File: config.mk
export PLATFORM = sky130hd
export DESIGN_NAME = power_state_response_watcher
export DESIGN_NICKNAME = d
export VERILOG_FILES = /design/src/sv/pswr_pkg.sv /design/src/sv/power_state_response_watcher.sv
export SDC_FILE = /design/constraint.sdc
export NUM_CORES = 1
export LEC_CHECK = 0
export BUFFER_PORTS_ARGS = -buffer_cell sky130_fd_sc_hd__clkbuf_2
export CORE_MARGIN = 2
export CORE_UTILIZATION = 49
export CTS_BUF_LIST = sky130_fd_sc_hd__clkbuf_8
export DETAILED_ROUTE_END_ITERATION = 10
export GPL_ROUTABILITY_DRIVEN = 0
export GPL_TIMING_DRIVEN = 0
export PLACE_DENSITY_LB_ADDON = 0.15
export SYNTH_ARGS = -nofsm -noshare
export SYNTH_HDL_FRONTEND = slang
export SYNTH_SLANG_ARGS = --single-unit
File: constraint.sdc
create_clock -name clock -period 3.15 [get_ports clock]
set_input_delay 0.7875 -clock clock [delete_from_list [all_inputs] [get_ports clock]]
set_output_delay 0.7875 -clock clock [all_outputs]
set_load 0.005 [all_outputs]
File: src/sv/pswr_pkg.sv
// pswr_pkg: shared types, codes and phrase tables for the power state response watcher
// no dependencies; imported by power_state_response_watcher and tb_power_state_response_watcher
package pswr_pkg;

   // item kinds carried on req_tuser
   typedef enum logic [1:0] {
      REQ_BYTE  = 2'd0,
      REQ_TICK  = 2'd1,
      REQ_START = 2'd2,
      REQ_NONE  = 2'd3
   } req_kind_type;

   // power status codes
   typedef enum logic [1:0] {
      ST_OFFLINE = 2'd0,
      ST_READY   = 2'd1,
      ST_UNKNOWN = 2'd2
   } status_type;

   localparam int unsigned OFFLINE_LEN = 17;
   localparam int unsigned READY_LEN   = 10;
   localparam int unsigned OFF_IDX_W   = 5;
   localparam int unsigned RDY_IDX_W   = 4;
   localparam int unsigned TICK_W      = 16;
   localparam logic [TICK_W-1:0] TIMEOUT_RESET = 16'd100;

   typedef logic [OFF_IDX_W-1:0] off_idx_type;
   typedef logic [RDY_IDX_W-1:0] rdy_idx_type;
   typedef logic [TICK_W-1:0]    tick_type;

   // "NORMAL POWER DOWN"
   function automatic logic [7:0] offline_char(input off_idx_type idx);
      logic [7:0] c;
      unique case (idx)
         5'd0:    c = "N";
         5'd1:    c = "O";
         5'd2:    c = "R";
         5'd3:    c = "M";
         5'd4:    c = "A";
         5'd5:    c = "L";
         5'd6:    c = " ";
         5'd7:    c = "P";
         5'd8:    c = "O";
         5'd9:    c = "W";
         5'd10:   c = "E";
         5'd11:   c = "R";
         5'd12:   c = " ";
         5'd13:   c = "D";
         5'd14:   c = "O";
         5'd15:   c = "W";
         5'd16:   c = "N";
         default: c = "N";
      endcase
      return c;
   endfunction

   // "Call Ready"
   function automatic logic [7:0] ready_char(input rdy_idx_type idx);
      logic [7:0] c;
      unique case (idx)
         4'd0:    c = "C";
         4'd1:    c = "a";
         4'd2:    c = "l";
         4'd3:    c = "l";
         4'd4:    c = " ";
         4'd5:    c = "R";
         4'd6:    c = "e";
         4'd7:    c = "a";
         4'd8:    c = "d";
         4'd9:    c = "y";
         default: c = "C";
      endcase
      return c;
   endfunction

endpackage

File: src/sv/power_state_response_watcher.sv
// power_state_response_watcher (uses pswr_pkg): rsp_tvalid follows the req transfer through the
// input register, then phrase match / timeout logic into the result register
// throughput one item per cycle; a stalled rsp side holds the input register
// synchronous active-high reset: status offline, watch disarmed, indexes and
// tick count cleared, timeout register back to 100; no clearing pass
// csr_ready is always high
module power_state_response_watcher (
   input  logic                   clock,
   input  logic                   reset,
   // config write channel
   input  logic                   csr_valid,
   output logic                   csr_ready,
   input  logic [15:0]            csr_data,    // timeout_ticks
   // request channel
   input  logic                   req_tvalid,
   output logic                   req_tready,
   input  logic [7:0]             req_tdata,   // [7:0] rx_byte
   input  logic [1:0]             req_tuser,   // [1:0] req_type
   // response channel
   output logic                   rsp_tvalid,
   input  logic                   rsp_tready,
   output logic [7:0]             rsp_tdata    // [1:0] power_status, [2] watch_done,
                                               // [3] watching, [7:4] zero
);
   import pswr_pkg::*;

   // configuration register
   tick_type timeout_ff;

   // input register
   logic         in_vld_ff;
   logic [1:0]   in_kind_ff;
   logic [7:0]   in_byte_ff;

   // watcher state
   off_idx_type  off_prog_ff, off_prog_in;
   rdy_idx_type  rdy_prog_ff, rdy_prog_in;
   tick_type     ticks_ff, ticks_in;
   logic         armed_ff, armed_in;
   status_type   status_ff, status_in;
   logic         done_in;

   // result register
   logic         out_vld_ff;
   logic [7:0]   out_data_ff;

   logic         advance;

   assign csr_ready  = 1'b1;
   assign advance    = in_vld_ff && (!out_vld_ff || rsp_tready);
   assign req_tready = !in_vld_ff || advance;
   assign rsp_tvalid = out_vld_ff;
   assign rsp_tdata  = out_data_ff;

   // timeout register write
   always_ff @(posedge clock) begin
      if (reset) begin
         timeout_ff <= TIMEOUT_RESET;
      end else if (csr_valid && csr_ready) begin
         timeout_ff <= csr_data;
      end
   end

   // input register: load on request transfer
   always_ff @(posedge clock) begin
      if (reset) begin
         in_vld_ff <= 1'b0;
      end else if (req_tready) begin
         in_vld_ff <= req_tvalid;
      end
      if (req_tvalid && req_tready) begin
         in_kind_ff <= req_tuser;
         in_byte_ff <= req_tdata;
      end
   end

   // phrase match, tick count and start handling
   always_comb begin
      off_idx_type oi;
      rdy_idx_type ri;
      oi = (off_prog_ff < OFF_IDX_W'(OFFLINE_LEN)) ? off_prog_ff : '0;
      ri = (rdy_prog_ff < RDY_IDX_W'(READY_LEN)) ? rdy_prog_ff : '0;

      off_prog_in = off_prog_ff;
      rdy_prog_in = rdy_prog_ff;
      ticks_in    = ticks_ff;
      armed_in    = armed_ff;
      status_in   = status_ff;
      done_in     = 1'b0;

      unique case (req_kind_type'(in_kind_ff))
         REQ_START: begin
            off_prog_in = '0;
            rdy_prog_in = '0;
            if (timeout_ff == '0) begin
               status_in = ST_UNKNOWN;
               armed_in  = 1'b0;
               ticks_in  = '0;
               done_in   = 1'b1;
            end else begin
               ticks_in = timeout_ff;
               armed_in = 1'b1;
            end
         end
         REQ_TICK: begin
            if (armed_ff) begin
               ticks_in = ticks_ff - TICK_W'(1);
               if (ticks_in == '0) begin
                  status_in   = ST_UNKNOWN;
                  armed_in    = 1'b0;
                  off_prog_in = '0;
                  rdy_prog_in = '0;
                  done_in     = 1'b1;
               end
            end
         end
         REQ_BYTE: begin
            if (armed_ff) begin
               // offline phrase checked first
               priority if (in_byte_ff == offline_char(oi)) begin
                  off_prog_in = oi + OFF_IDX_W'(1);
                  rdy_prog_in = '0;
                  if (off_prog_in == OFF_IDX_W'(OFFLINE_LEN)) begin
                     status_in   = ST_OFFLINE;
                     armed_in    = 1'b0;
                     off_prog_in = '0;
                     ticks_in    = '0;
                     done_in     = 1'b1;
                  end
               end else if (in_byte_ff == ready_char(ri)) begin
                  rdy_prog_in = ri + RDY_IDX_W'(1);
                  off_prog_in = '0;
                  if (rdy_prog_in == RDY_IDX_W'(READY_LEN)) begin
                     status_in   = ST_READY;
                     armed_in    = 1'b0;
                     rdy_prog_in = '0;
                     ticks_in    = '0;
                     done_in     = 1'b1;
                  end
               end else begin
                  off_prog_in = '0;
                  rdy_prog_in = '0;
               end
            end
         end
         default: begin
            // unused code: no change
         end
      endcase
   end

   // watcher state update on each item leaving the input register
   always_ff @(posedge clock) begin
      if (reset) begin
         off_prog_ff <= '0;
         rdy_prog_ff <= '0;
         ticks_ff    <= '0;
         armed_ff    <= 1'b0;
         status_ff   <= ST_OFFLINE;
      end else if (advance) begin
         off_prog_ff <= off_prog_in;
         rdy_prog_ff <= rdy_prog_in;
         ticks_ff    <= ticks_in;
         armed_ff    <= armed_in;
         status_ff   <= status_in;
      end
   end

   // result register
   always_ff @(posedge clock) begin
      if (reset) begin
         out_vld_ff <= 1'b0;
      end else if (advance) begin
         out_vld_ff <= 1'b1;
      end else if (rsp_tready) begin
         out_vld_ff <= 1'b0;
      end
      if (advance) begin
         out_data_ff <= {4'b0000, armed_in, done_in, status_in};
      end
   end

   // an armed watch always has ticks remaining
   a_armed_ticks: assert property (@(posedge clock) disable iff (reset)
      armed_ff |-> (ticks_ff != '0))
      else $error("armed watch with zero ticks left");

   // at most one phrase is in progress
   a_one_phrase: assert property (@(posedge clock) disable iff (reset)
      (off_prog_ff != '0) |-> (rdy_prog_ff == '0))
      else $error("both phrase indexes in progress");

   // no progress kept while disarmed
   a_idle_clear: assert property (@(posedge clock) disable iff (reset)
      !armed_ff |-> (off_prog_ff == '0 && rdy_prog_ff == '0))
      else $error("phrase progress held while disarmed");

   // a transfer that ends the watch never reports it still armed
   a_done_disarmed: assert property (@(posedge clock) disable iff (reset)
      out_vld_ff && out_data_ff[2] |-> !out_data_ff[3])
      else $error("watch_done with watching set");

   // result register only refills from an advancing item
   a_out_hold: assert property (@(posedge clock) disable iff (reset)
      out_vld_ff && !rsp_tready |=> out_vld_ff && $stable(out_data_ff))
      else $error("stalled result changed");

endmodule

# Yosys cells after proc, flatten, opt, wreduce, memory -nomap -nowiden
# Memory sizes are Yosys's and may differ from the RTL's.
# Cells that the tools add are included.
# op_classes
add_sub_neg	3
n_eq_ne	12
order_cmp	2
reduce_logical	13
muxes	57
# op_table
operator	count
16-bit two-way mux	7
16-bit case mux with 3 select lines	1
8-bit two-way mux	5
16-bit zero test	2
5-bit two-way mux	6
4-bit two-way mux	7
1-bit two-way mux	18
8-bit == test	2
2-bit two-way mux	8
16-bit by 1-bit subtractor with 16-bit output, second input constant	1
5-bit case mux with 3 select lines	1
4-bit case mux with 3 select lines	1
3-bit != test, second input constant	3
7-bit AND reduction	1
2-bit != test, second input constant	3
1-bit case mux with 3 select lines	2
2-bit case mux with 3 select lines	1
5-bit by 1-bit adder with 5-bit output, second input constant	1
5-bit == test, second input constant	1
5-bit less-than comparator, second input constant	1
5-bit AND reduction	1
4-bit by 1-bit adder with 4-bit output, second input constant	1
4-bit == test, second input constant	1
4-bit less-than comparator, second input constant	1
8 further kinds	11
# totals
wordCells	100
out_inout_bits	11
inputBits	31
n_memories	2
rom_bits	336
register_bits	60
# memory_table
memory	words	width	rd	rd_ports_with_merged_regs	write_ports	line	source
(no name shown)	32	7	1	0	0	pswr_pkg.sv:34	unique case (idx)
(no name shown)	16	7	1	0	0	pswr_pkg.sv:60	unique case (idx)

# Depth between registers and ports, before layout
# Gate-level depths: netlist of run 1.
# An unclocked memory read counts as a cell.
# logic_depth
depth_word	14
depth_mapped	13
mapped_depth_nobuf	12

# Least setup slack after synthesis of run 1
# No wires, ideal clock.
# synth_timing
path_type	register to register
startpoint	reg off_prog_ff[4]
endpoint	reg armed_ff
path_buffers	1
arrival_time_ns	3.374
setup_time_ns	0.117
stages_incl_launch_ff	12
synth_period_minus_slack_ns	3.492
t_required_ns	3.033
path_slack_ns	-0.342
path_cell_list	dfxtp_1 clkbuf_1 nand2b_1 inv_1 ha_1 or2_2 and3_1 or4_4 a2111o_1 o211ai_2 or3b_1 a32o_1
# synth_via
elab_chain_len	9
word_cells_on_any_way	12
classes_between	add/sub: 1; order compare: 1; eq/ne: 2; mux: 7; memory: 1
# synth_rtl
item	line	source
start: declaration	power_state_response_watcher.sv:36	off_idx_type off_prog_ff, off_prog_in;
start signal: assignment	power_state_response_watcher.sv:161	off_prog_ff <= off_prog_in;
5-bit less-than comparator	power_state_response_watcher.sv:81	oi = (off_prog_ff < OFF_IDX_W'(OFFLINE_LEN)) ? off_prog_ff : '0;
5-bit two-way mux (*)	power_state_response_watcher.sv:81	
memory 32 x 7 bit	n/a	
8-bit two-way mux	power_state_response_watcher.sv:118	if (armed_ff) begin
8-bit two-way mux	power_state_response_watcher.sv:91	unique case (req_kind_type'(in_kind_ff))
8-bit == test	power_state_response_watcher.sv:120	priority if (in_byte_ff == offline_char(oi)) begin
1-bit two-way mux (*)	power_state_response_watcher.sv:120	
1-bit two-way mux (*)	power_state_response_watcher.sv:118	
1-bit case mux with 3 select lines (*)	power_state_response_watcher.sv:91	
end signal: assignment	power_state_response_watcher.sv:164	armed_ff <= armed_in;
end: declaration	power_state_response_watcher.sv:39	logic armed_ff, armed_in;
# Every way passes the cells marked *; elsewhere a longest branch is shown, timed or not. The select of a mux whose other input is x is not followed.
# A chain may end at the register's enable or synchronous reset.

# Worst setup path in the final report of run 1
# layout_timing
startpoint	reg rdy_prog_ff[2]
endpoint	reg armed_ff
# layout_via
elab_chain_len	11
word_cells_on_any_way	14
classes_between	add/sub: 1; order compare: 1; eq/ne: 2; mux: 9; memory: 1
# layout_rtl
item	line	source
start: declaration	power_state_response_watcher.sv:37	rdy_idx_type rdy_prog_ff, rdy_prog_in;
start signal: assignment	power_state_response_watcher.sv:162	rdy_prog_ff <= rdy_prog_in;
4-bit less-than comparator	power_state_response_watcher.sv:82	ri = (rdy_prog_ff < RDY_IDX_W'(READY_LEN)) ? rdy_prog_ff : '0;
4-bit two-way mux (*)	power_state_response_watcher.sv:82	
memory 16 x 7 bit	n/a	
8-bit two-way mux	power_state_response_watcher.sv:120	
8-bit two-way mux	power_state_response_watcher.sv:118	
8-bit two-way mux	power_state_response_watcher.sv:91	
8-bit == test	power_state_response_watcher.sv:130	end else if (in_byte_ff == ready_char(ri)) begin
1-bit two-way mux (*)	power_state_response_watcher.sv:130	
1-bit two-way mux (*)	power_state_response_watcher.sv:120	
1-bit two-way mux (*)	power_state_response_watcher.sv:118	
1-bit case mux with 3 select lines (*)	power_state_response_watcher.sv:91	
# Marked as above.

==> results of run 1 <==
[cell families after synthesis]
family / after synthesis
simple gates: 184
compound gates: 130
flops: 60
buf+inv: 51
mux: 24
fa+ha+maj: 19
xor+xnor: 19
other cells: 2
[where the power goes]
| part | internal [uW] | switching (uW) |
|---|---|---|
| logic | 121 | 175 |
| clock network | 378 | 367 |
| registers | 816 | 37.1 |
| total | 1310 | 580 |
[cell type report]
class                           instances  area [sq um]
Buffer                                 31         192.7
Timing Repair Buffer                   55         341.6
Multi-Input combinational cell        382          2806
Fill cell                             696          3027
Tap cell                              105         131.4
Sequential cell                        60          1358
Clock inverter                          7         80.08
Inverter                               19         73.82
Clock buffer                            9         123.9
[critical path, cell delays in order (launching register included)]
cell	delay [ns]
dfxtp_4	0.37
buf_8	0.14
nor2b_4	0.18
inv_1	0.11
ha_1	0.20
o211a_1	0.25
or3_1	0.37
a211oi_2	0.25
nand4_1	0.25
o211ai_4	0.36
or3b_1	0.38
a32o_1	0.24
[repair_timing]
| item | 4_1_cts | 5_1_grt |
|---|---|---|
| setup buffers | 8 | 12 |
| hold buffers | 0 | 0 |
| cloned | 0 | 2 |
| setup endpoints to repair | 31 | 28 |
| endpoints found under the hold margin | 0 | 0 |
| gates resized for setup | 43 | 47 |
| pin swaps | 9 | 25 |
[layout by cell type, fill, tap and decap left out, types with 8 or more instances in the layout]
| cell type | n |
|---|---|
| nor2b_1 | 8 |
| clkbuf_1 | 18 |
| buf_4 | 21 |
| nand3_1 | 9 |
| nor4_1 | 8 |
| clkbuf_2 | 35 |
| edfxtp_1 | 14 |
| mux2i_1 | 22 |
| xor2_1 | 10 |
| inv_1 | 14 |
| a311oi_1 | 8 |
| nor3_1 | 10 |
| nor2_1 | 52 |
| dfxtp_1 | 41 |
| and3_1 | 8 |
| ha_1 | 11 |
| xnor2_1 | 9 |
| clkbuf_8 | 9 |
| a21oi_1 | 26 |
| nand2b_1 | 10 |
| o21ai_0 | 22 |
| nand2_1 | 33 |
[Yosys cell counts, types with 3 or more instances]
library cell / count / share of area, %
and3_1: 8 / 1.2
a211oi_1: 7 / 1.3
xor2_1: 10 / 2.2
or4b_1: 3 / 0.74
dfxtp_1: 46 / 23
nor4_1: 9 / 1.4
a31oi_1: 6 / 0.92
a21oi_1: 29 / 3.6
inv_1: 19 / 1.8
mux2i_1: 23 / 5.7
o31ai_1: 4 / 0.74
edfxtp_1: 14 / 10
a32oi_1: 4 / 0.86
nor3b_1: 5 / 0.92
o41ai_1: 3 / 0.65
nand2b_1: 12 / 1.8
buf_4: 6 / 1.1
nand2_1: 36 / 3.3
ha_1: 19 / 5.8
nor2_1: 54 / 5.0
nand3_1: 9 / 1.1
o32ai_1: 6 / 1.3
or2_2: 4 / 0.61
and2_1: 4 / 0.61
o21a_1: 5 / 0.92
a22oi_1: 8 / 1.5
nor3_1: 10 / 1.2
buf_2: 3 / 0.37
nand4_1: 4 / 0.61
xnor2_1: 9 / 1.9
a311oi_1: 8 / 1.7
nor2b_1: 11 / 1.7
clkbuf_1: 22 / 2.0
o21ai_0: 25 / 3.1
[layer usage]
layer | track usage [%] | wire length (microns)
met5 | 0 | 0
met4 | 6.884 | 167
met3 | 4.901 | 802
met2 | 37.97 | 5156
met1 | 39.15 | 5727
[per-stage QoR]
| step | instances | setup WS (ns) | util [%] | total power (uW) |
|---|---|---|---|---|
| floorplan | 492 | 0.02633 | - | 1056 |
| global placement | 631 | -0.4480 | 54.13 | 1133 |
| detailed placement | 631 | -0.4840 | 54.13 | 1139 |
| CTS | 654 | 0.002718 | 59.41 | 1877 |
| global route | 668 | -0.1399 | 62.79 | 1968 |
| finish | 668 | -0.04799 | 62.79 | 1894 |
[sequential cells by signal, indices dropped and copies added, names as in the netlist]
register and cells:
rsp_tdata 4, in_kind_ff 2, ticks_ff 16, armed_ff 1
rsp_tvalid 1, off_prog_ff 5, timeout_ff 16, rdy_prog_ff 4
in_vld_ff 1, status_ff 2, in_byte_ff 8
[final timing paths]
check | to | slack [ns]
worst max-delay path | armed_ff | -0.05
worst min register to register | ticks_ff[11] | 0.48
worst max register to register | armed_ff | -0.05
worst min-delay path | ticks_ff[11] | 0.48
==> results.py, run 1 <==
metrics = {
    "status": {
        "status": "complete, but fails checks",
        "violations": "setup timing",
    },
    "synthesis": {
        "synth-edff-count": 14,
        "avgSynthCellArea_sq_um": 8.321,
        "ys_seq_area_share_pct": 32.96,
        "synthCells": 489,
        "synthMuxAreaShare_pct": 5.935,
        "ys.flop_type": "dfxtp_1",
        "synth_xor_area_share_pct": 4.090,
        "synth_fa_ha_area_share_pct": 5.843,
        "yosysUniqueCellTypes": 66,
        "synth_compound_area_share_pct": 22.17,
        "ys_warn_count": 0,
        "ys_ff_latch": 60,
        "async_flop_share_pct": 0,
        "synth_top_family_by_area": "simple AND/OR/NAND/NOR gates",
        "yosys.area_share.simple_pct": 23.46,
        "syn_area_sq_um": 4069,
    },
    "clocking": {
        "clock_latency_ns": 0.36,
        "cts_sinks": 60,
        "cts_buffers": 9,
        "clkTransAtPathRegs_ns": 0.08,
        "cts_tree": "yes",
        "clock-root-buffer": "clkbuf_8",
        "htreeDepth": 3,
        "cts_buffer_depth": 2,
    },
    "cells_and_area": {
        "post_route_cells_drive_above_1_share_pct": 25.75,
        "final_area_sq_um": 5107,
        "insertedDiodeCount": 0,
        "nNetsFinal": 608,
        "area_growth_pct": 25.52,
    },
    "timing": {
        "hold_violations": 0,
        "layout_setup_ws_ns": -0.04799,
        "final-max-slew-violation-count": 0,
        "max_slew_margin_pct": 41.90,
        "fmax_mhz": 312.7,
        "period_share_pct": 101.5,
        "finalSetupTns_ns": -0.05152,
        "setup_viol": 2,
        "skew_ns": 0.01106,
        "rsz0062_at_grt": "true",
        "worst_pin_slew_ns": 0.8697,
        "hold-worst-slack_ns": 0.4775,
        "fin_crit_ns": 3.198,
    },
    "setup_path": {
        "ff2ff_path_depth": 11,
        "start_kind": "flip-flop",
        "critical_path.max_fanout": 10,
        "critPathCaptureType": "flip-flop",
        "arrival_ns": 3.44,
        "critical_path_required_ns": 3.40,
        "crit_start": "rdy_prog_ff[2]",
        "r2r_start": "rdy_prog_ff[2]",
        "path_class": "reg2reg",
    },
    "global_route": {
        "grt_pass1_vias": 3654,
        "grt_pass1_wl_microns": 18420,
        "track_usage_pct": 26.05,
        "grt_start_max_net_pins": 14,
        "grt_antenna_before_repair": 0,
        "grt_overflow": 0,
    },
    "floorplanning": {
        "dieArea_sq_um": 9049,
        "core-area_sq_um": 8134,
        "die_h_microns": 95.13,
        "initial_core_util_pct": 50.02,
        "rows": 33,
        "ios": 42,
        "chipWidth_microns": 95.13,
    },
    "worst_hold_path": {
        "hp-class": "reg2reg",
        "min-delay-start": "ticks_ff[11]",
        "hold_depth": 2,
    },
    "route": {
        "via_count": 4053,
        "drc": 0,
        "ant_nets": 0,
        "wirelength_microns": 11860,
        "first_pass_iters": 5,
        "vias_per_cell": 6.067,
        "wl_per_cell_microns": 17.75,
        "drt-initial-drc-count": 565,
    },
    "place": {
        "placed_area_sq_um": 4403,
        "io_buffers": 34,
        "dp_hpwl_microns": 7981,
    },
    "pwr": {
        "peakVddDrop_v": 0.0002926,
        "powerDensity_nw_per_um2": 370.9,
        "p_leak_uw": 0.002023,
    },
    "job": {
        "cap_violations": 0,
    },
}
Power figures use the tool's default switching activity.
==> inputs of run 2 (changes only) <==
- TNS_END_PERCENT: default -> 50
==> results.py, run 2 (same netlist as run 1, synthesis figures left out) <==
metrics = {
    "status": {
        "status": "complete, but fails checks",
        "violations": "setup timing",
    },
    "global_route": {
        "grt_pass1_wl_microns": 18420,
        "grt_pass1_vias": 3654,
        "grt_antenna_before_repair": 0,
        "track_usage_pct": 26.05,
        "grt_start_max_net_pins": 14,
        "grt_overflow": 0,
    },
    "route": {
        "first_pass_iters": 5,
        "vias_per_cell": 6.075,
        "drc": 0,
        "drt-initial-drc-count": 619,
        "ant_nets": 0,
        "wl_per_cell_microns": 17.67,
        "via_count": 4064,
        "wirelength_microns": 11820,
    },
    "place": {
        "dp_hpwl_microns": 7981,
        "io_buffers": 34,
        "placed_area_sq_um": 4403,
        "place_inst": 631,
    },
    "pwr": {
        "internal_power_uw": 1316,
        "power_frac_seq_pct": 45.1,
        "switching_power_uw": 577.4,
        "powerDensity_nw_per_um2": 370.8,
        "clockPowerShare_pct": 39.3,
        "p_leak_uw": 0.002027,
        "peakVddDrop_v": 0.0002920,
        "swShare_pct": 30.50,
        "combinationalPowerShare_pct": 15.6,
    },
    "timing": {
        "setup_viol": 2,
        "rsz0062_at_grt": "true",
        "final-max-slew-violation-count": 0,
        "max_slew_margin_pct": 44.63,
        "fin_crit_ns": 3.193,
        "period_share_pct": 101.4,
        "fmax_mhz": 313.2,
        "layout_setup_ws_ns": -0.04305,
        "finalSetupTns_ns": -0.07083,
        "hold_violations": 0,
        "worst_pin_slew_ns": 0.8288,
        "skew_ns": 0.01162,
    },
    "cells_and_area": {
        "final_area_sq_um": 5105,
        "final_common_cell": "nor2_1",
        "area_growth_pct": 25.46,
        "final_cell_mix": "nor2_1, dfxtp_1, clkbuf_2",
        "ff_latch_area_sq_um": 1358,
        "reg_top3": "ticks_ff: 16 flops, timeout_ff: 16 flops, in_byte_ff: 8 flops",
        "nNetsFinal": 609,
        "post_route_cells_drive_above_1_share_pct": 25.35,
        "nFillCells": 695,
        "final_core_util_pct": 62.76,
        "insertedDiodeCount": 0,
        "instances_no_fill": 669,
        "multi_input_area_sq_um": 2796,
    },
    "clocking": {
        "clkTransAtPathRegs_ns": 0.08,
        "clock_latency_ns": 0.35,
        "htreeDepth": 3,
        "cts_sinks": 60,
        "clock-root-buffer": "clkbuf_8",
        "cts_buffers": 9,
        "cts_buffer_depth": 2,
        "cts_tree": "yes",
        "ctsHoldBuffers": 0,
    },
    "setup_path": {
        "start_kind": "flip-flop",
        "path_class": "reg2reg",
        "critical_path_required_ns": 3.39,
        "r2r_start": "rdy_prog_ff[2]",
        "crit_start": "rdy_prog_ff[2]",
        "arrival_ns": 3.44,
        "critical_path.max_fanout": 10,
        "critPathCaptureType": "flip-flop",
    },
    "job": {
        "cap_violations": 0,
    },
    "floorplanning": {
        "dieArea_sq_um": 9049,
        "die_h_microns": 95.13,
        "initial_core_util_pct": 50.02,
        "core-area_sq_um": 8134,
        "chipWidth_microns": 95.13,
        "rows": 33,
        "ios": 42,
    },
    "worst_hold_path": {
        "hp-class": "reg2reg",
        "min-delay-start": "ticks_ff[11]",
    },
}
## run 2: cell types whose count changed in the layout (fill, tap and decap cells not counted), sizes merged
cell and change:
buf +1
## run 2: final timing paths
check	to	depth (start not counted)	slack, ns
max	armed_ff	11	-0.04
min	ticks_ff[11]	2	0.47
max reg2reg	armed_ff	11	-0.04
min reg2reg	ticks_ff[11]	2	0.47
## run 2: layer usage
| layer | part of all wire [%] | GRT usage [%] |
|---|---|---|
| met3 | 8.0 | 4.901 |
| met2 | 44 | 37.97 |
| met1 | 47 | 39.15 |
| met4 | 1.0 | 6.884 |
| met5 | 0 | 0 |
## run 2: cell type report
type                    count  area share [%]
multi-input cells         382           54.78
flip-flops and latches     60           26.59
repair buffers             56           6.838
plain buffers              31           3.775
well taps                 105           2.574
clock buffers               9           2.426
clock inverters             7           1.569
inverters                  19           1.446
## run 2: repair_timing
action / in CTS / in global routing
cloned: 0 / 2
pin swaps: 9 / 25
setup buffers: 8 / 12
endpoints found under the hold margin: 0 / 0
setup endpoints to repair: 31 / 28
resized for setup: 43 / 43
## run 2: metrics by stage
stage	setup WS, ns	hold WS, ns	total power (uW)
after floorplan	0.02633	0.4388	1056
after detailed placement	-0.4840	0.4640	1139
after global placement	-0.4480	0.4634	1133
after global routing	-0.1458	0.5063	1970
after CTS	0.002718	0.4755	1877
final	-0.04305	0.4743	1893
## run 2: power by group through the flow
stage          Combinational, uW  Sequential (uW)  Clock [uW]
4_1_cts                      279              854         745
3_3_place_gp                 263              870           0
3_5_place_dp                 267              872           0
6_report                     296              853         744
2_1_floorplan                197              859           0
5_1_grt                      326              856         787
## run 2: worst max-delay path, stage by stage, from the launching register on
cell and delay, ns:
dfxtp_4 0.37, buf_8 0.14, nor2b_4 0.19, inv_1 0.11
ha_1 0.20, o211a_1 0.24, or3_1 0.36, a211oi_2 0.25
nand4_1 0.24, o211ai_4 0.36, or3b_1 0.38, a32o_1 0.24
==> inputs of run 3 (changes only) <==
- CELL_PAD_IN_SITES_DETAIL_PLACEMENT: default -> 2
- CELL_PAD_IN_SITES_GLOBAL_PLACEMENT: default -> 2
- CORE_UTILIZATION: 49 -> 37
- clock period: 3.15 -> 3.1 ns (I/O delays scaled with it)
==> results.py, run 3 (same netlist as run 1, synthesis figures left out) <==
metrics = {
    "global_route": {
        "grt_overflow": 0,
        "grt_pass1_wl_microns": 23580,
        "grt_antenna_before_repair": 0,
        "track_usage_pct": 26.19,
        "grt_start_max_net_pins": 13,
        "grt_pass1_vias": 4208,
    },
    "floorplanning": {
        "dieArea_sq_um": 11850,
        "rows": 38,
        "ios": 42,
        "initial_core_util_pct": 37.70,
        "die_h_microns": 108.9,
        "core-area_sq_um": 10790,
        "chipWidth_microns": 108.9,
    },
    "setup_path": {
        "path_delay_family": "compound AO/OA/AOI/OAI gates",
        "worst-path-buf-inv": 1,
        "critical_path.max_fanout": 6,
        "cpPeakStageDelay_ns": 0.41,
        "arrival_ns": 3.54,
        "critPathCaptureType": "flip-flop",
        "cp_slowest_cell": "a2111o_1",
        "r2r_slack_ns": -0.18,
        "critical_path_required_ns": 3.36,
        "start_kind": "flip-flop",
        "path_class": "reg2reg",
        "crit_chain": "clkbuf_16, nand2b_4, ha_4, xnor2_1, o32ai_2, nand3_1, a211o_1, a2111o_1, o211ai_4, or3b_1, a32o_1",
    },
    "route": {
        "drc": 0,
        "ant_nets": 0,
        "first_pass_iters": 4,
        "vias_per_cell": 6.018,
        "drt-initial-drc-count": 236,
        "via_count": 4237,
        "wirelength_microns": 16940,
        "wl_per_cell_microns": 24.06,
    },
    "timing": {
        "setup_viol": 23,
        "skew_ns": 0.01359,
        "worst_pin_slew_ns": 0.8469,
        "fmax_mhz": 305.0,
        "rsz0062_at_grt": "true",
        "max_slew_margin_pct": 43.44,
        "final-max-slew-violation-count": 0,
        "layout_setup_ws_ns": -0.1788,
        "period_share_pct": 105.8,
        "hold_violations": 0,
        "fin_crit_ns": 3.279,
    },
    "cells_and_area": {
        "insertedDiodeCount": 0,
        "final_cell_mix": "nor2_1, dfxtp_1, clkbuf_2",
        "area_growth_pct": 29.03,
        "final_common_cell": "nor2_1",
        "nNetsFinal": 609,
        "final_area_sq_um": 5250,
        "post_route_cells_drive_above_1_share_pct": 28.19,
        "reg_top3": "ticks_ff: 16 flops, timeout_ff: 16 flops, in_byte_ff: 8 flops",
        "instances_no_fill": 704,
    },
    "pwr": {
        "peakVddDrop_v": 0.0002369,
        "p_leak_uw": 0.002055,
        "powerDensity_nw_per_um2": 376.2,
    },
    "status": {
        "status": "complete, but fails checks",
        "violations": "setup timing",
    },
    "clocking": {
        "htreeDepth": 3,
        "clock-root-buffer": "clkbuf_8",
        "clkTransAtPathRegs_ns": 0.09,
        "cts_sinks": 60,
        "cts_buffer_depth": 2,
        "clock_latency_ns": 0.37,
        "cts_tree": "yes",
        "ctsHoldBuffers": 0,
        "cts_buffers": 9,
    },
    "place": {
        "place_inst": 666,
        "io_buffers": 34,
        "dp_hpwl_microns": 10680,
        "placed_area_sq_um": 4466,
    },
    "worst_hold_path": {
        "hp-class": "reg2reg",
    },
    "job": {
        "cap_violations": 0,
    },
}
==> run 3: changes by cell type in the layout (fill, tap and decap cells not counted), sizes merged <==
cell and delta:
clkinv +2, clkbuf +1, inv -2, o211ai -1
==> run 3: area by class of cell <==
type	count	area, sq um
flip-flops and latches	60	1359
clock buffers	9	123.9
inverters	19	78.83
well taps	140	175.2
fillers	1155	5543
plain buffers	31	192.7
multi-input cells	381	2889
clock inverters	7	73.82
repair buffers	57	357.8
==> run 3: path summary, 6_finish.rpt <==
path	from	to	cells after the start
setup / recovery	off_prog_ff[4]	armed_ff	11
hold / removal	ticks_ff[11]	ticks_ff[11]	2
setup reg to reg	off_prog_ff[4]	armed_ff	11
hold reg to reg	ticks_ff[11]	ticks_ff[11]	2
==> run 3: power by group <==
part	switching, uW	internal [uW]
Combinational	203	124
Clock	399	377
Sequential	42.3	830
==> run 3: repair_timing <==
action	CTS	global route
setup buffers	11	12
setup endpoints to repair	32	31
resized for setup	60	41
gates cloned	0	0
endpoints found under the hold margin	0	0
pin swaps	18	29
==> run 3: routing by layer <==
metal,GRT usage (%),part of all wire (%),up-vias
li1,-,-,1923
met1,37.75,45,2159
met2,41.30,48,129
met3,3.168,4.8,26
met4,6.868,1.9,0
met5,0,0,-
==> run 3: worst reg2reg max path: stages, from the launching register on <==
cell and delay [ns]:
dfxtp_4 0.36, clkbuf_16 0.14, nand2b_4 0.19, ha_4 0.21, xnor2_1 0.16, o32ai_2 0.35
nand3_1 0.16, a211o_1 0.38, a2111o_1 0.41, o211ai_4 0.16, or3b_1 0.39, a32o_1 0.27
==> run 3: stage by stage <==
| step | total power (uW) | worst slack, ns | TNS, ns | hold WS (ns) | utilization [%] |
|---|---|---|---|---|---|
| floorplan | 1073 | 0.03240 | 0 | 0.4388 | - |
| global placement | 1164 | -0.5189 | -12.26 | 0.4630 | 41.33 |
| detailed placement | 1180 | -0.7182 | -17.16 | 0.4766 | 41.37 |
| CTS | 1940 | -0.06770 | -0.2561 | 0.4899 | 46.19 |
| global route | 2026 | -0.2458 | -3.966 | 0.5167 | 48.64 |
| finish | 1975 | -0.1788 | -1.256 | 0.4910 | 48.64 |
